## src/sv/lcdnw_pkg.sv

```systemverilog
package lcdnw_pkg;

  localparam int unsigned VALUE_BITS = 32;
  localparam int unsigned CONV_BITS  = (VALUE_BITS < 32) ? VALUE_BITS : 32;
  localparam int unsigned DIGITS     = (CONV_BITS * 30103) / 100000 + 1;
  localparam int unsigned BCD_W      = 4 * DIGITS;
  localparam int unsigned CNT_W      = $clog2(CONV_BITS + 1);
  localparam int unsigned DCNT_W     = $clog2(DIGITS + 1);

  localparam int unsigned IN_DATA_W  = 48;
  localparam int unsigned IN_USER_W  = 3;
  localparam int unsigned OUT_DATA_W = 8;

  localparam logic [2:0] CMD_NUMBER    = 3'd0;
  localparam logic [2:0] CMD_NUMBER_AT = 3'd1;
  localparam logic [2:0] CMD_INIT      = 3'd2;
  localparam logic [2:0] CMD_CLEAR     = 3'd3;
  localparam logic [2:0] CMD_CHAR      = 3'd4;

  localparam logic [7:0] LCD_FUNC_SET    = 8'd56;
  localparam logic [7:0] LCD_DISPLAY_ON  = 8'd12;
  localparam logic [7:0] LCD_CLR_DISPLAY = 8'd1;
  localparam logic [7:0] LCD_SET_ADDR    = 8'd128;
  localparam logic [7:0] ASCII_ZERO      = 8'h30;

  localparam logic [1:0] INIT_LAST = 2'd2;

  function automatic logic [7:0] init_byte(input logic [1:0] idx);
    logic [7:0] b;
    case (idx)
      2'd0:    b = LCD_FUNC_SET;
      2'd1:    b = LCD_DISPLAY_ON;
      default: b = LCD_CLR_DISPLAY;
    endcase
    return b;
  endfunction

endpackage

```

## src/sv/lcd_decimal_number_writer.sv

```systemverilog
// Character-LCD write front end. Each input item is one command and produces
// up to eleven LCD bus writes on the output channel, the final one flagged by
// out_tlast. A number command runs, after its acceptance, CONV_BITS (32) steps
// of serial binary-to-BCD conversion, shifting one value bit per cycle through
// an add-3 digit register, then a pass over the BCD digits (10), each either
// skipping a leading zero or emitting a write. The positioned form adds an
// address write before the digits. Init makes three writes, clear and write
// char one, unused codes none. A write waits while the output register is
// held by the receiver. A new item is taken once the previous item's last
// write has reached the output register.
module lcd_decimal_number_writer (
  input  logic                               clk,
  input  logic                               rst_n,
  input  logic                               in_tvalid,
  output logic                               in_tready,
  // value[31:0], row[32], col[38:33], char_code[46:39], zero pad[47]
  input  logic [lcdnw_pkg::IN_DATA_W-1:0]    in_tdata,
  // cmd[2:0]
  input  logic [lcdnw_pkg::IN_USER_W-1:0]    in_tuser,
  output logic                               out_tvalid,
  input  logic                               out_tready,
  // bus_byte[7:0]
  output logic [lcdnw_pkg::OUT_DATA_W-1:0]   out_tdata,
  // is_data
  output logic                               out_tuser,
  output logic                               out_tlast
);
  import lcdnw_pkg::*;

  typedef enum logic [2:0] {
    ST_IDLE,
    ST_CONV,
    ST_ADDR,
    ST_DIGITS,
    ST_INIT,
    ST_SINGLE
  } state_t;

  state_t               state_r, state_nxt;
  logic [CONV_BITS-1:0] val_r, val_nxt;
  logic [BCD_W-1:0]     bcd_r, bcd_nxt;
  logic [BCD_W-1:0]     bcd_adj;
  logic [CNT_W-1:0]     cnt_r, cnt_nxt;
  logic [DCNT_W-1:0]    dcnt_r, dcnt_nxt;
  logic                 pos_r, pos_nxt;
  logic                 started_r, started_nxt;
  logic [1:0]           idx_r, idx_nxt;
  logic [7:0]           cursor_r, cursor_nxt;
  logic [7:0]           byte_r, byte_nxt;
  logic                 isdata_r, isdata_nxt;
  logic                 out_valid_r, out_valid_nxt;
  logic [7:0]           out_byte_r, out_byte_nxt;
  logic                 out_isdata_r, out_isdata_nxt;
  logic                 out_last_r, out_last_nxt;
  logic                 slot_free;
  logic [3:0]           top_digit;

  assign slot_free  = !out_valid_r || out_tready;
  assign top_digit  = bcd_r[BCD_W-1 -: 4];
  assign in_tready  = (state_r == ST_IDLE);
  assign out_tvalid = out_valid_r;
  assign out_tdata  = out_byte_r;
  assign out_tuser  = out_isdata_r;
  assign out_tlast  = out_last_r;

  always_comb begin
    for (int i = 0; i < DIGITS; i++) begin
      bcd_adj[4*i +: 4] = (bcd_r[4*i +: 4] >= 4'd5) ? bcd_r[4*i +: 4] + 4'd3
                                                    : bcd_r[4*i +: 4];
    end
  end

  always_comb begin
    state_nxt      = state_r;
    val_nxt        = val_r;
    bcd_nxt        = bcd_r;
    cnt_nxt        = cnt_r;
    dcnt_nxt       = dcnt_r;
    pos_nxt        = pos_r;
    started_nxt    = started_r;
    idx_nxt        = idx_r;
    cursor_nxt     = cursor_r;
    byte_nxt       = byte_r;
    isdata_nxt     = isdata_r;
    out_valid_nxt  = out_valid_r && !out_tready;
    out_byte_nxt   = out_byte_r;
    out_isdata_nxt = out_isdata_r;
    out_last_nxt   = out_last_r;

    case (state_r)
      ST_IDLE: begin
        if (in_tvalid) begin
          case (in_tuser)
            CMD_NUMBER, CMD_NUMBER_AT: begin
              val_nxt   = in_tdata[CONV_BITS-1:0];
              bcd_nxt   = '0;
              cnt_nxt   = CNT_W'(CONV_BITS);
              pos_nxt   = (in_tuser == CMD_NUMBER_AT);
              state_nxt = ST_CONV;
              if (in_tuser == CMD_NUMBER_AT) begin
                cursor_nxt = {1'b0, in_tdata[32], in_tdata[38:33]};
              end
            end
            CMD_INIT: begin
              idx_nxt    = '0;
              cursor_nxt = '0;
              state_nxt  = ST_INIT;
            end
            CMD_CLEAR: begin
              byte_nxt   = LCD_CLR_DISPLAY;
              isdata_nxt = 1'b0;
              state_nxt  = ST_SINGLE;
            end
            CMD_CHAR: begin
              byte_nxt   = in_tdata[46:39];
              isdata_nxt = 1'b1;
              state_nxt  = ST_SINGLE;
            end
            default: ;
          endcase
        end
      end
      ST_CONV: begin
        bcd_nxt = {bcd_adj[BCD_W-2:0], val_r[CONV_BITS-1]};
        val_nxt = val_r << 1;
        cnt_nxt = cnt_r - CNT_W'(1);
        if (cnt_r == CNT_W'(1)) begin
          dcnt_nxt    = DCNT_W'(DIGITS);
          started_nxt = 1'b0;
          state_nxt   = pos_r ? ST_ADDR : ST_DIGITS;
        end
      end
      ST_ADDR: begin
        if (slot_free) begin
          out_valid_nxt  = 1'b1;
          out_byte_nxt   = cursor_r + LCD_SET_ADDR;
          out_isdata_nxt = 1'b0;
          out_last_nxt   = 1'b0;
          state_nxt      = ST_DIGITS;
        end
      end
      ST_DIGITS: begin
        if (top_digit == 4'd0 && !started_r && dcnt_r != DCNT_W'(1)) begin
          bcd_nxt  = bcd_r << 4;
          dcnt_nxt = dcnt_r - DCNT_W'(1);
        end else if (slot_free) begin
          out_valid_nxt  = 1'b1;
          out_byte_nxt   = ASCII_ZERO | {4'h0, top_digit};
          out_isdata_nxt = 1'b1;
          out_last_nxt   = (dcnt_r == DCNT_W'(1));
          cursor_nxt     = cursor_r + 8'd1;
          started_nxt    = 1'b1;
          bcd_nxt        = bcd_r << 4;
          dcnt_nxt       = dcnt_r - DCNT_W'(1);
          if (dcnt_r == DCNT_W'(1)) begin
            state_nxt = ST_IDLE;
          end
        end
      end
      ST_INIT: begin
        if (slot_free) begin
          out_valid_nxt  = 1'b1;
          out_byte_nxt   = init_byte(idx_r);
          out_isdata_nxt = 1'b0;
          out_last_nxt   = (idx_r == INIT_LAST);
          idx_nxt        = idx_r + 2'd1;
          if (idx_r == INIT_LAST) begin
            state_nxt = ST_IDLE;
          end
        end
      end
      ST_SINGLE: begin
        if (slot_free) begin
          out_valid_nxt  = 1'b1;
          out_byte_nxt   = byte_r;
          out_isdata_nxt = isdata_r;
          out_last_nxt   = 1'b1;
          state_nxt      = ST_IDLE;
        end
      end
      default: state_nxt = ST_IDLE;
    endcase
  end

  always_ff @(posedge clk) begin
    if (!rst_n) begin
      state_r     <= ST_IDLE;
      cursor_r    <= '0;
      out_valid_r <= 1'b0;
      cnt_r       <= '0;
      dcnt_r      <= '0;
      pos_r       <= 1'b0;
      started_r   <= 1'b0;
      idx_r       <= '0;
    end else begin
      state_r     <= state_nxt;
      cursor_r    <= cursor_nxt;
      out_valid_r <= out_valid_nxt;
      cnt_r       <= cnt_nxt;
      dcnt_r      <= dcnt_nxt;
      pos_r       <= pos_nxt;
      started_r   <= started_nxt;
      idx_r       <= idx_nxt;
    end
    val_r        <= val_nxt;
    bcd_r        <= bcd_nxt;
    byte_r       <= byte_nxt;
    isdata_r     <= isdata_nxt;
    out_byte_r   <= out_byte_nxt;
    out_isdata_r <= out_isdata_nxt;
    out_last_r   <= out_last_nxt;
  end

endmodule
```

## config.mk

```make
export PLATFORM = sky130hd
export DESIGN_NAME = lcd_decimal_number_writer
export DESIGN_NICKNAME = d
export VERILOG_FILES = /design/src/sv/lcdnw_pkg.sv /design/src/sv/lcd_decimal_number_writer.sv
export SDC_FILE = /design/constraint.sdc
export NUM_CORES = 1
export LEC_CHECK = 0
export BUFFER_PORTS_ARGS = -buffer_cell sky130_fd_sc_hd__buf_4
export CAP_MARGIN = 15
export CORE_AREA = 2 2 138 140
export CTS_CLUSTER_DIAMETER = 120
export DETAILED_ROUTE_END_ITERATION = 12
export DIE_AREA = 0 0 140 142
export GPL_ROUTABILITY_DRIVEN = 0
export PLACE_DENSITY = 0.52
export SYNTH_ARGS = -nofsm -noshare
export SYNTH_HDL_FRONTEND = slang
export SYNTH_SLANG_ARGS = --single-unit
```

## constraint.sdc

```tcl
create_clock -name clk -period 4.1 [get_ports clk]
set_clock_uncertainty 0.2 [all_clocks]
set_input_delay 0.82 -clock clk [delete_from_list [all_inputs] [get_ports clk]]
set_output_delay 0.82 -clock clk [all_outputs]
set_load 0.01 [all_outputs]
```

==> impl_metrics.py, run 1 <==
metrics = {
    "setup_path": {
        "worstSetupEndpointType": "flop",
        "r2r_start": "bcd_r[36]",
        "cp_data_required_time_ns": 3.95,
        "cp_common_cell": "a21oi_1",
        "r2r_setup_slack_ns": 0.95,
        "cpPeakStageDelay_ns": 0.46,
        "crit_path_max_fanout": 40,
        "cp_top_family": "simple AND/OR/NAND/NOR gates",
        "cp_slowest_cell": "nor4b_1",
        "rr_endpoint": "bcd_r[29]",
        "reg2reg_depth": 8,
        "crit_arrival_ns": 2.99,
        "start_kind": "flop",
        "critPathKind": "flop to flop",
        "crit_chain": "inv_1, ha_1, nor4b_1, nand2_1, a21oi_1, a21oi_1, a21oi_4, buf_4",
        "path_buf_inv": 2,
    },
    "layout": {
        "final_common_cell": "nand2_1",
        "nets": 817,
        "insertedDiodeCount": 0,
        "final_area_um2": 7630,
        "fill_cells": 1794,
        "drive_gt1_share_pct": 14.1,
        "syn_to_final_growth_pct": 20.2,
        "final_util_pct": 41.4,
        "final-seq-area_um2": 3250,
        "multiInputGateArea_um2": 2850,
        "final_cell_mix": "nand2_1, edfxtp_1, buf_4",
    },
    "floorplanning": {
        "core_area_um2": 18500,
        "die_x_um": 140,
        "initial_core_util_pct": 34.4,
        "io_pins": 67,
        "die_h_um": 142,
        "num_rows": 50,
        "die_area_um2": 19900,
    },
    "timing": {
        "maxSlewViolCount": 0,
        "layout_min_cycle_time_ns": 3.15,
        "maxSlewHeadroom_pct": 32.7,
        "rsz0062_at_grt": "false",
        "finalHoldViolCount": 0,
        "max_freq_mhz": 318,
        "worst_pin_slew_ns": 0.984,
        "fin_tns_setup_ns": 0,
        "finalSetupViolations": 0,
        "post-route-period-util_pct": 76.7,
    },
    "yosys": {
        "ys_seq_area_share_pct": 51.2,
        "synth.top_cell.area_share_pct": 43.0,
        "ys_types": 59,
        "synth-edff-count": 91,
        "syn_nets": 755,
        "avgSynthCellArea_um2": 9.51,
        "syn_area_um2": 6350,
        "syn-instance-count": 668,
        "synthFlopType": "edfxtp_1",
        "ys_warn_count": 0,
        "synth_seq_cells": 117,
        "synth_area_leaders": "edfxtp_1, nand2_1, dfxtp_1",
        "synthArstFlopShare_pct": 0,
        "yosysTopAreaCell": "edfxtp_1",
    },
    "routing": {
        "vias_per_cell": 5.07,
        "drt_iter0_markers": 327,
        "dr.pass1.iters": 9,
        "wl_mm": 14.0,
        "routedWlPerCell_um": 14.3,
        "route.detailed.drc": 1,
        "vias": 4952,
        "ant_nets": 0,
    },
    "placed_design": {
        "numPortBuffers": 65,
        "dp_hpwl_mm": 9.54,
        "place_area_um2": 7090,
    },
    "global_routing": {
        "grtUsageMet2_pct": 23.7,
        "antenna_found_initial": 0,
        "grt_max_degree": 55,
        "grt_util_all_layers_pct": 14.7,
        "grt_pass1_wl_mm": 23.3,
        "met3_usage_pct": 3.73,
        "top_usage_layer": "met2",
        "grt_pass1_vias": 4876,
        "grt-ovfl-total": 0,
        "use_met1_pct": 18.8,
    },
    "cts": {
        "cts_buffer_depth": 2,
        "cts.clk_slew.worst_paths_ns": 0.05,
        "clock_sinks": 117,
        "insertion_delay_ns": 0.42,
        "hold_buffers": 0,
        "numCtsBuffers": 17,
        "cts_max_level": 4,
        "cts_setup_buffers": 0,
        "cts_resized": 0,
        "cts_root_buf": "clkbuf_16",
        "cts_tree": "done",
    },
    "power_and_ir_drop": {
        "p_leak_uw": 0.00294,
        "vdd.ir_drop.worst_mv": 0.355,
        "power_density_nw_per_um2": 681,
    },
    "job": {
        "max_cap_viol_count": 0,
    },
    "worst_hold_path": {
        "hold_end": "pos_r",
        "min_from": "pos_r",
        "hp-class": "flop to flop",
        "hold_path_depth": 2,
    },
    "outcome": {
        "outcome": "finished, violations left",
        "violations": "DRC",
    },
}
area by class of cell:
type	count	area share (%)
inverter	35	1.72
multi-input combinational	486	37.3
tap	234	3.83
sequential	117	42.6
timing repair buffer	73	7.34
clock inverter	12	1.47
clock buffer	20	5.72
worst reg2reg max path, stage by stage, from the launching register on:
cell and delay [ns]:
edfxtp_1 0.41, inv_1 0.16, ha_1 0.17, nor4b_1 0.46, nand2_1 0.26, a21oi_1 0.36, a21oi_1 0.14, a21oi_4 0.13
buf_4 0.45
cell usage after synthesis (12+ instances only):
library cell,n
a21oi_1,57
dfxtp_1,26
edfxtp_1,91
ha_1,32
inv_1,34
nand2_1,145
nand2b_1,12
nor2_1,47
nor3b_1,16
o21ai_0,37
o22ai_1,13
xnor2_1,13
per-layer routing:
layer	up-vias	wire length (µm)
met5	-	0
met4	0	268
met3	19	514
met2	89	6650
met1	2347	6530
li1	2497	-
registers in the layout, indices dropped and copies added, names as in the netlist, 3 cells and up:
register,flops
dcnt_r,4
bcd_r,40
cursor_r,8
state_r,3
byte_r,8
out_tdata,8
cnt_r,6
val_r,32
how the worst max path moves through the flow:
stage               startpoint         to  slack [ns]  cells past startpoint
floorplan            bcd_r[36]   bcd_r[0]        0.86                      7
global placement     bcd_r[36]  bcd_r[23]        1.02                      8
detailed placement   bcd_r[36]  bcd_r[27]        0.98                      8
CTS                  bcd_r[36]  bcd_r[39]        0.94                      8
global route         bcd_r[36]  bcd_r[22]        0.75                      8
finish               bcd_r[36]  bcd_r[29]        0.95                      8
logic make-up after synthesis:
logic type / after synthesis / share of synthesized area, %
and+or+nand+nor: 277 / 20.3
AOI/OAI and AO/OA: 156 / 14.9
DFF: 117 / 51.2
buffers and inverters: 65 / 4.19
adders and majority gates: 32 / 6.30
xor gates and xnor gates: 19 / 2.62
muxes: 2 / 0.394
power breakdown:
group          internal, µW  leakage (µW)  total (µW)  switching, µW
Sequential             1820       0.00108        2130            309
Combinational           677       0.00160        1670            997
Clock                   879      0.000261        1390            513
Total                  3380       0.00294        5200           1820
through the flow:
stage	hold WS [ns]	total power, µW	worst slack [ns]	instances
after detailed placement	0.254	3840	0.977	945
after global placement	0.248	3760	1.02	945
after floorplan	0.237	3360	0.857	668
after CTS	0.262	5260	0.937	977
final	0.261	5200	0.954	977
after global routing	0.287	5600	0.746	977
No activity file was read; power rests on OpenSTA's default activity.
==> run 2: changes to the inputs <==
- PLACE_DENSITY: 0.52 -> 0.5
- clock period: 4.1 -> 3.25 ns (I/O delays scaled with it)
==> impl_metrics.py, run 2 (synthesized netlist as in run 1, its figures left out) <==
metrics = {
    "placed_design": {
        "numPortBuffers": 65,
        "dp_hpwl_mm": 9.67,
        "placed_cells": 954,
        "post-place-ws_ns": 0.361,
    },
    "floorplanning": {
        "die_h_um": 142,
        "die_area_um2": 19900,
        "core_area_um2": 18500,
        "io_pins": 67,
        "die_x_um": 140,
        "initial_core_util_pct": 34.4,
        "num_rows": 50,
    },
    "timing": {
        "finalHoldViolCount": 0,
        "maxSlewViolCount": 0,
        "setup_slack_ns": 0.321,
        "worst_pin_slew_ns": 0.950,
        "fin_tns_setup_ns": 0,
        "rsz0062_at_grt": "false",
        "post-route-period-util_pct": 90.1,
        "finalSetupViolations": 0,
        "layout_min_cycle_time_ns": 2.93,
        "max_freq_mhz": 341,
        "maxSlewHeadroom_pct": 35.0,
    },
    "routing": {
        "wl_mm": 14.4,
        "dr.pass1.iters": 6,
        "route.detailed.drc": 0,
        "drt_iter0_markers": 387,
        "ant_nets": 0,
        "routedWlPerCell_um": 14.6,
        "vias_per_cell": 5.10,
        "vias": 5026,
    },
    "setup_path": {
        "crit_path_max_fanout": 40,
        "cp_slowest_cell": "nor4b_1",
        "path_buf_inv": 2,
        "cp.depth": 8,
        "cp_top_family": "simple AND/OR/NAND/NOR gates",
        "crit_arrival_ns": 2.83,
        "reg2reg_depth": 8,
        "cpPeakStageDelay_ns": 0.47,
        "worstSetupEndpointType": "flop",
        "start_kind": "flop",
        "cp_common_cell": "a21oi_1",
        "cp_data_required_time_ns": 3.15,
        "critPathKind": "flop to flop",
        "crit_chain": "inv_1, ha_1, nor4b_1, nand2_1, a21oi_1, a21oi_1, a21oi_4, buf_12",
    },
    "layout": {
        "insertedDiodeCount": 0,
        "syn_to_final_growth_pct": 22.0,
        "regMostFlops": "bcd_r",
        "top_regs": "bcd_r x40, val_r x32",
        "final_cells": 986,
        "largest_reg_flops": 40,
        "drive_gt1_share_pct": 15.7,
        "final_common_cell": "nand2_1",
        "nets": 826,
        "final_cell_mix": "nand2_1, edfxtp_1, buf_4",
    },
    "cts": {
        "clock_sinks": 117,
        "insertion_delay_ns": 0.42,
        "cts.clk_slew.worst_paths_ns": 0.05,
        "hold_buffers": 0,
        "cts_buffer_depth": 2,
        "numCtsBuffers": 17,
        "cts_tree": "done",
        "cts_root_buf": "clkbuf_16",
        "cts_resized": 0,
        "cts_setup_buffers": 0,
        "cts_max_level": 4,
    },
    "global_routing": {
        "grt_pass1_wl_mm": 23.9,
        "grt_max_degree": 41,
        "antenna_found_initial": 0,
        "grt-ovfl-total": 0,
        "grt_util_all_layers_pct": 15.1,
        "grt_pass1_vias": 4917,
    },
    "job": {
        "max_cap_viol_count": 0,
    },
    "worst_hold_path": {
        "hold_path_depth": 2,
        "hp-class": "flop to flop",
    },
    "power_and_ir_drop": {
        "vdd.ir_drop.worst_mv": 0.431,
        "power_density_nw_per_um2": 877,
        "p_leak_uw": 0.00302,
    },
    "outcome": {
        "outcome": "finished, final reports clean",
    },
}
run 2: cell count changes in the layout (fill, tap and decap cells not counted):
cell | before | now
clkinv_1 | 6 | 2
buf_4 | 72 | 81
bufinv_16 | 2 | 4
clkinvlp_4 | 2 | 0
clkinv_2 | 2 | 6
run 2: worst paths after layout:
kind,from,endpoint,slack (ns)
setup / recovery,bcd_r[36],bcd_r[39],0.32
hold / removal,pos_r,pos_r,0.26
setup reg to reg,bcd_r[36],bcd_r[39],0.32
hold reg to reg,pos_r,pos_r,0.26
run 2: final cells by class:
cell class,count,area (µm²)
Sequential cell,117,3250
Clock inverter,12,163
Multi-Input combinational cell,486,2850
Fill cell,1749,10700
Timing Repair Buffer,82,628
Inverter,35,131
Clock buffer,20,437
Tap cell,234,293
run 2: stage by stage:
step | hold slack [ns] | area (µm²) | util [%] | total power, µW
final | 0.255 | 7750 | 42.0 | 6800
after global routing | 0.284 | 7750 | 42.0 | 7300
after CTS | 0.260 | 7750 | 42.0 | 6860
after detailed placement | 0.252 | 7150 | 38.8 | 4900
after global placement | 0.250 | 7150 | 38.8 | 4810
after floorplan | 0.237 | 6360 | - | 4230
run 2: worst register-to-register path, stage by stage (launching register included):
cell	delay [ns]
edfxtp_1	0.38
inv_1	0.14
ha_1	0.16
nor4b_1	0.48
nand2_1	0.27
a21oi_1	0.41
a21oi_1	0.14
a21oi_4	0.16
buf_12	0.25
run 2: power breakdown:
part           total, µW  internal (µW)  switching, µW
Combinational       2200            898           1300
Clock               1930           1270            661
Sequential          2670           2300            374
run 2: per-layer routing:
| metal | vias up | wire length, µm | GRT usage, % |
|---|---|---|---|
| li1 | 2512 | - | - |
| met1 | 2408 | 7100 | 20.2 |
| met2 | 90 | 6630 | 23.7 |
| met3 | 16 | 476 | 3.53 |
| met4 | 0 | 209 | 6.33 |
| met5 | - | 0 | 0 |
==> run 3: changes to the inputs <==
- PLACE_DENSITY: 0.5 -> default
==> impl_metrics.py, run 3 (synthesized netlist as in run 1, its figures left out) <==
metrics = {
    "layout": {
        "insertedDiodeCount": 0,
        "largest_reg_flops": 40,
        "final-seq-area_um2": 3250,
        "final_common_cell": "nand2_1",
        "multiInputGateArea_um2": 2850,
        "fill_cells": 1812,
        "nets": 826,
        "drive_gt1_share_pct": 15.7,
        "final_area_um2": 7770,
        "final_cell_mix": "nand2_1, edfxtp_1, buf_4",
        "top_regs": "bcd_r x40, val_r x32",
        "syn_to_final_growth_pct": 22.3,
        "regMostFlops": "bcd_r",
    },
    "cts": {
        "hold_buffers": 0,
        "clock_sinks": 117,
        "numCtsBuffers": 17,
        "cts_max_level": 4,
        "cts_root_buf": "clkbuf_16",
        "insertion_delay_ns": 0.41,
        "cts_setup_buffers": 0,
        "cts_tree": "done",
        "cts_buffer_depth": 2,
        "cts_resized": 0,
        "cts.clk_slew.worst_paths_ns": 0.05,
    },
    "setup_path": {
        "crit_path_max_fanout": 40,
        "critPathKind": "flop to flop",
        "cpPeakStageDelay_ns": 0.52,
        "crit_chain": "inv_1, ha_1, nor4b_1, nand2_1, a21oi_1, a21oi_1, a21oi_4, buf_12",
        "cp_slowest_cell": "nor4b_1",
        "start_kind": "flop",
        "cp.depth": 8,
        "reg2reg_depth": 8,
        "cp_common_cell": "a21oi_1",
        "worstSetupEndpointType": "flop",
        "cp_top_family": "compound AO/OA/AOI/OAI gates",
        "path_buf_inv": 2,
        "cp_data_required_time_ns": 3.14,
        "crit_arrival_ns": 2.76,
    },
    "floorplanning": {
        "die_area_um2": 19900,
        "num_rows": 50,
        "die_h_um": 142,
        "die_x_um": 140,
        "core_area_um2": 18500,
        "io_pins": 67,
        "initial_core_util_pct": 34.4,
    },
    "routing": {
        "dr.pass1.iters": 5,
        "route.detailed.drc": 0,
        "drt_iter0_markers": 403,
        "ant_nets": 0,
        "wl_mm": 13.7,
        "routedWlPerCell_um": 13.9,
        "vias_per_cell": 5.02,
        "vias": 4952,
    },
    "timing": {
        "fin_tns_setup_ns": 0,
        "worst_pin_slew_ns": 0.835,
        "post-route-period-util_pct": 88.1,
        "layout_min_cycle_time_ns": 2.86,
        "finalHoldViolCount": 0,
        "finalSetupViolations": 0,
        "rsz0062_at_grt": "false",
        "maxSlewViolCount": 0,
        "max_freq_mhz": 349,
        "holdWs_ns": 0.263,
        "maxSlewHeadroom_pct": 42.9,
    },
    "power_and_ir_drop": {
        "power_density_nw_per_um2": 876,
        "p_leak_uw": 0.00302,
        "vdd.ir_drop.worst_mv": 0.527,
    },
    "global_routing": {
        "grt_util_all_layers_pct": 14.2,
        "grt_pass1_vias": 4664,
        "grt_max_degree": 41,
        "antenna_found_initial": 0,
        "grt_pass1_wl_mm": 22.7,
        "grt-ovfl-total": 0,
    },
    "worst_hold_path": {
        "hp-class": "flop to flop",
        "hold_path_depth": 2,
    },
    "outcome": {
        "outcome": "finished, final reports clean",
    },
    "job": {
        "max_cap_viol_count": 0,
    },
    "placed_design": {
        "dp_hpwl_mm": 9.30,
        "place_area_um2": 7150,
        "numPortBuffers": 65,
    },
}
run 3: path summary, 6_finish.rpt:
kind             start         to  slack, ns
max          bcd_r[36]  bcd_r[27]       0.39
min              pos_r      pos_r       0.26
max reg2reg  bcd_r[36]  bcd_r[27]       0.39
min reg2reg      pos_r      pos_r       0.26
run 3: final cells by class:
type | instances | share of cell area, %
multi-input combinational | 486 | 36.6
sequential | 117 | 41.9
inverter | 35 | 1.69
tap | 234 | 3.77
clock inverter | 9 | 1.95
clock buffer | 23 | 6.02
timing repair buffer | 82 | 8.08
run 3: power by group:
part | internal (µW) | switching [µW]
sequential | 2300 | 382
combinational | 886 | 1270
clock | 1320 | 655
run 3: tightest hold or removal path, stage by stage, from the launching register on:
cell and delay (ns):
dfxtp_1 0.31, nand2_1 0.05, a21oi_1 0.05
run 3: routing by layer:
layer | wire, µm | vias up | global-route usage, %
met5 | 0 | - | 0
met4 | 202 | 0 | 4.84
met3 | 563 | 17 | 3.80
met2 | 6310 | 95 | 22.0
met1 | 6630 | 2329 | 19.3
li1 | - | 2511 | -
run 3: stage by stage:
step	util, %	power, µW	cells	worst slack [ns]
5_1_grt	42.1	7300	986	0.232
2_1_floorplan	-	4230	668	0.00659
4_1_cts	42.1	6870	986	0.429
3_3_place_gp	38.8	4820	954	0.468
3_5_place_dp	38.8	4860	954	0.470
6_report	42.1	6810	986	0.386
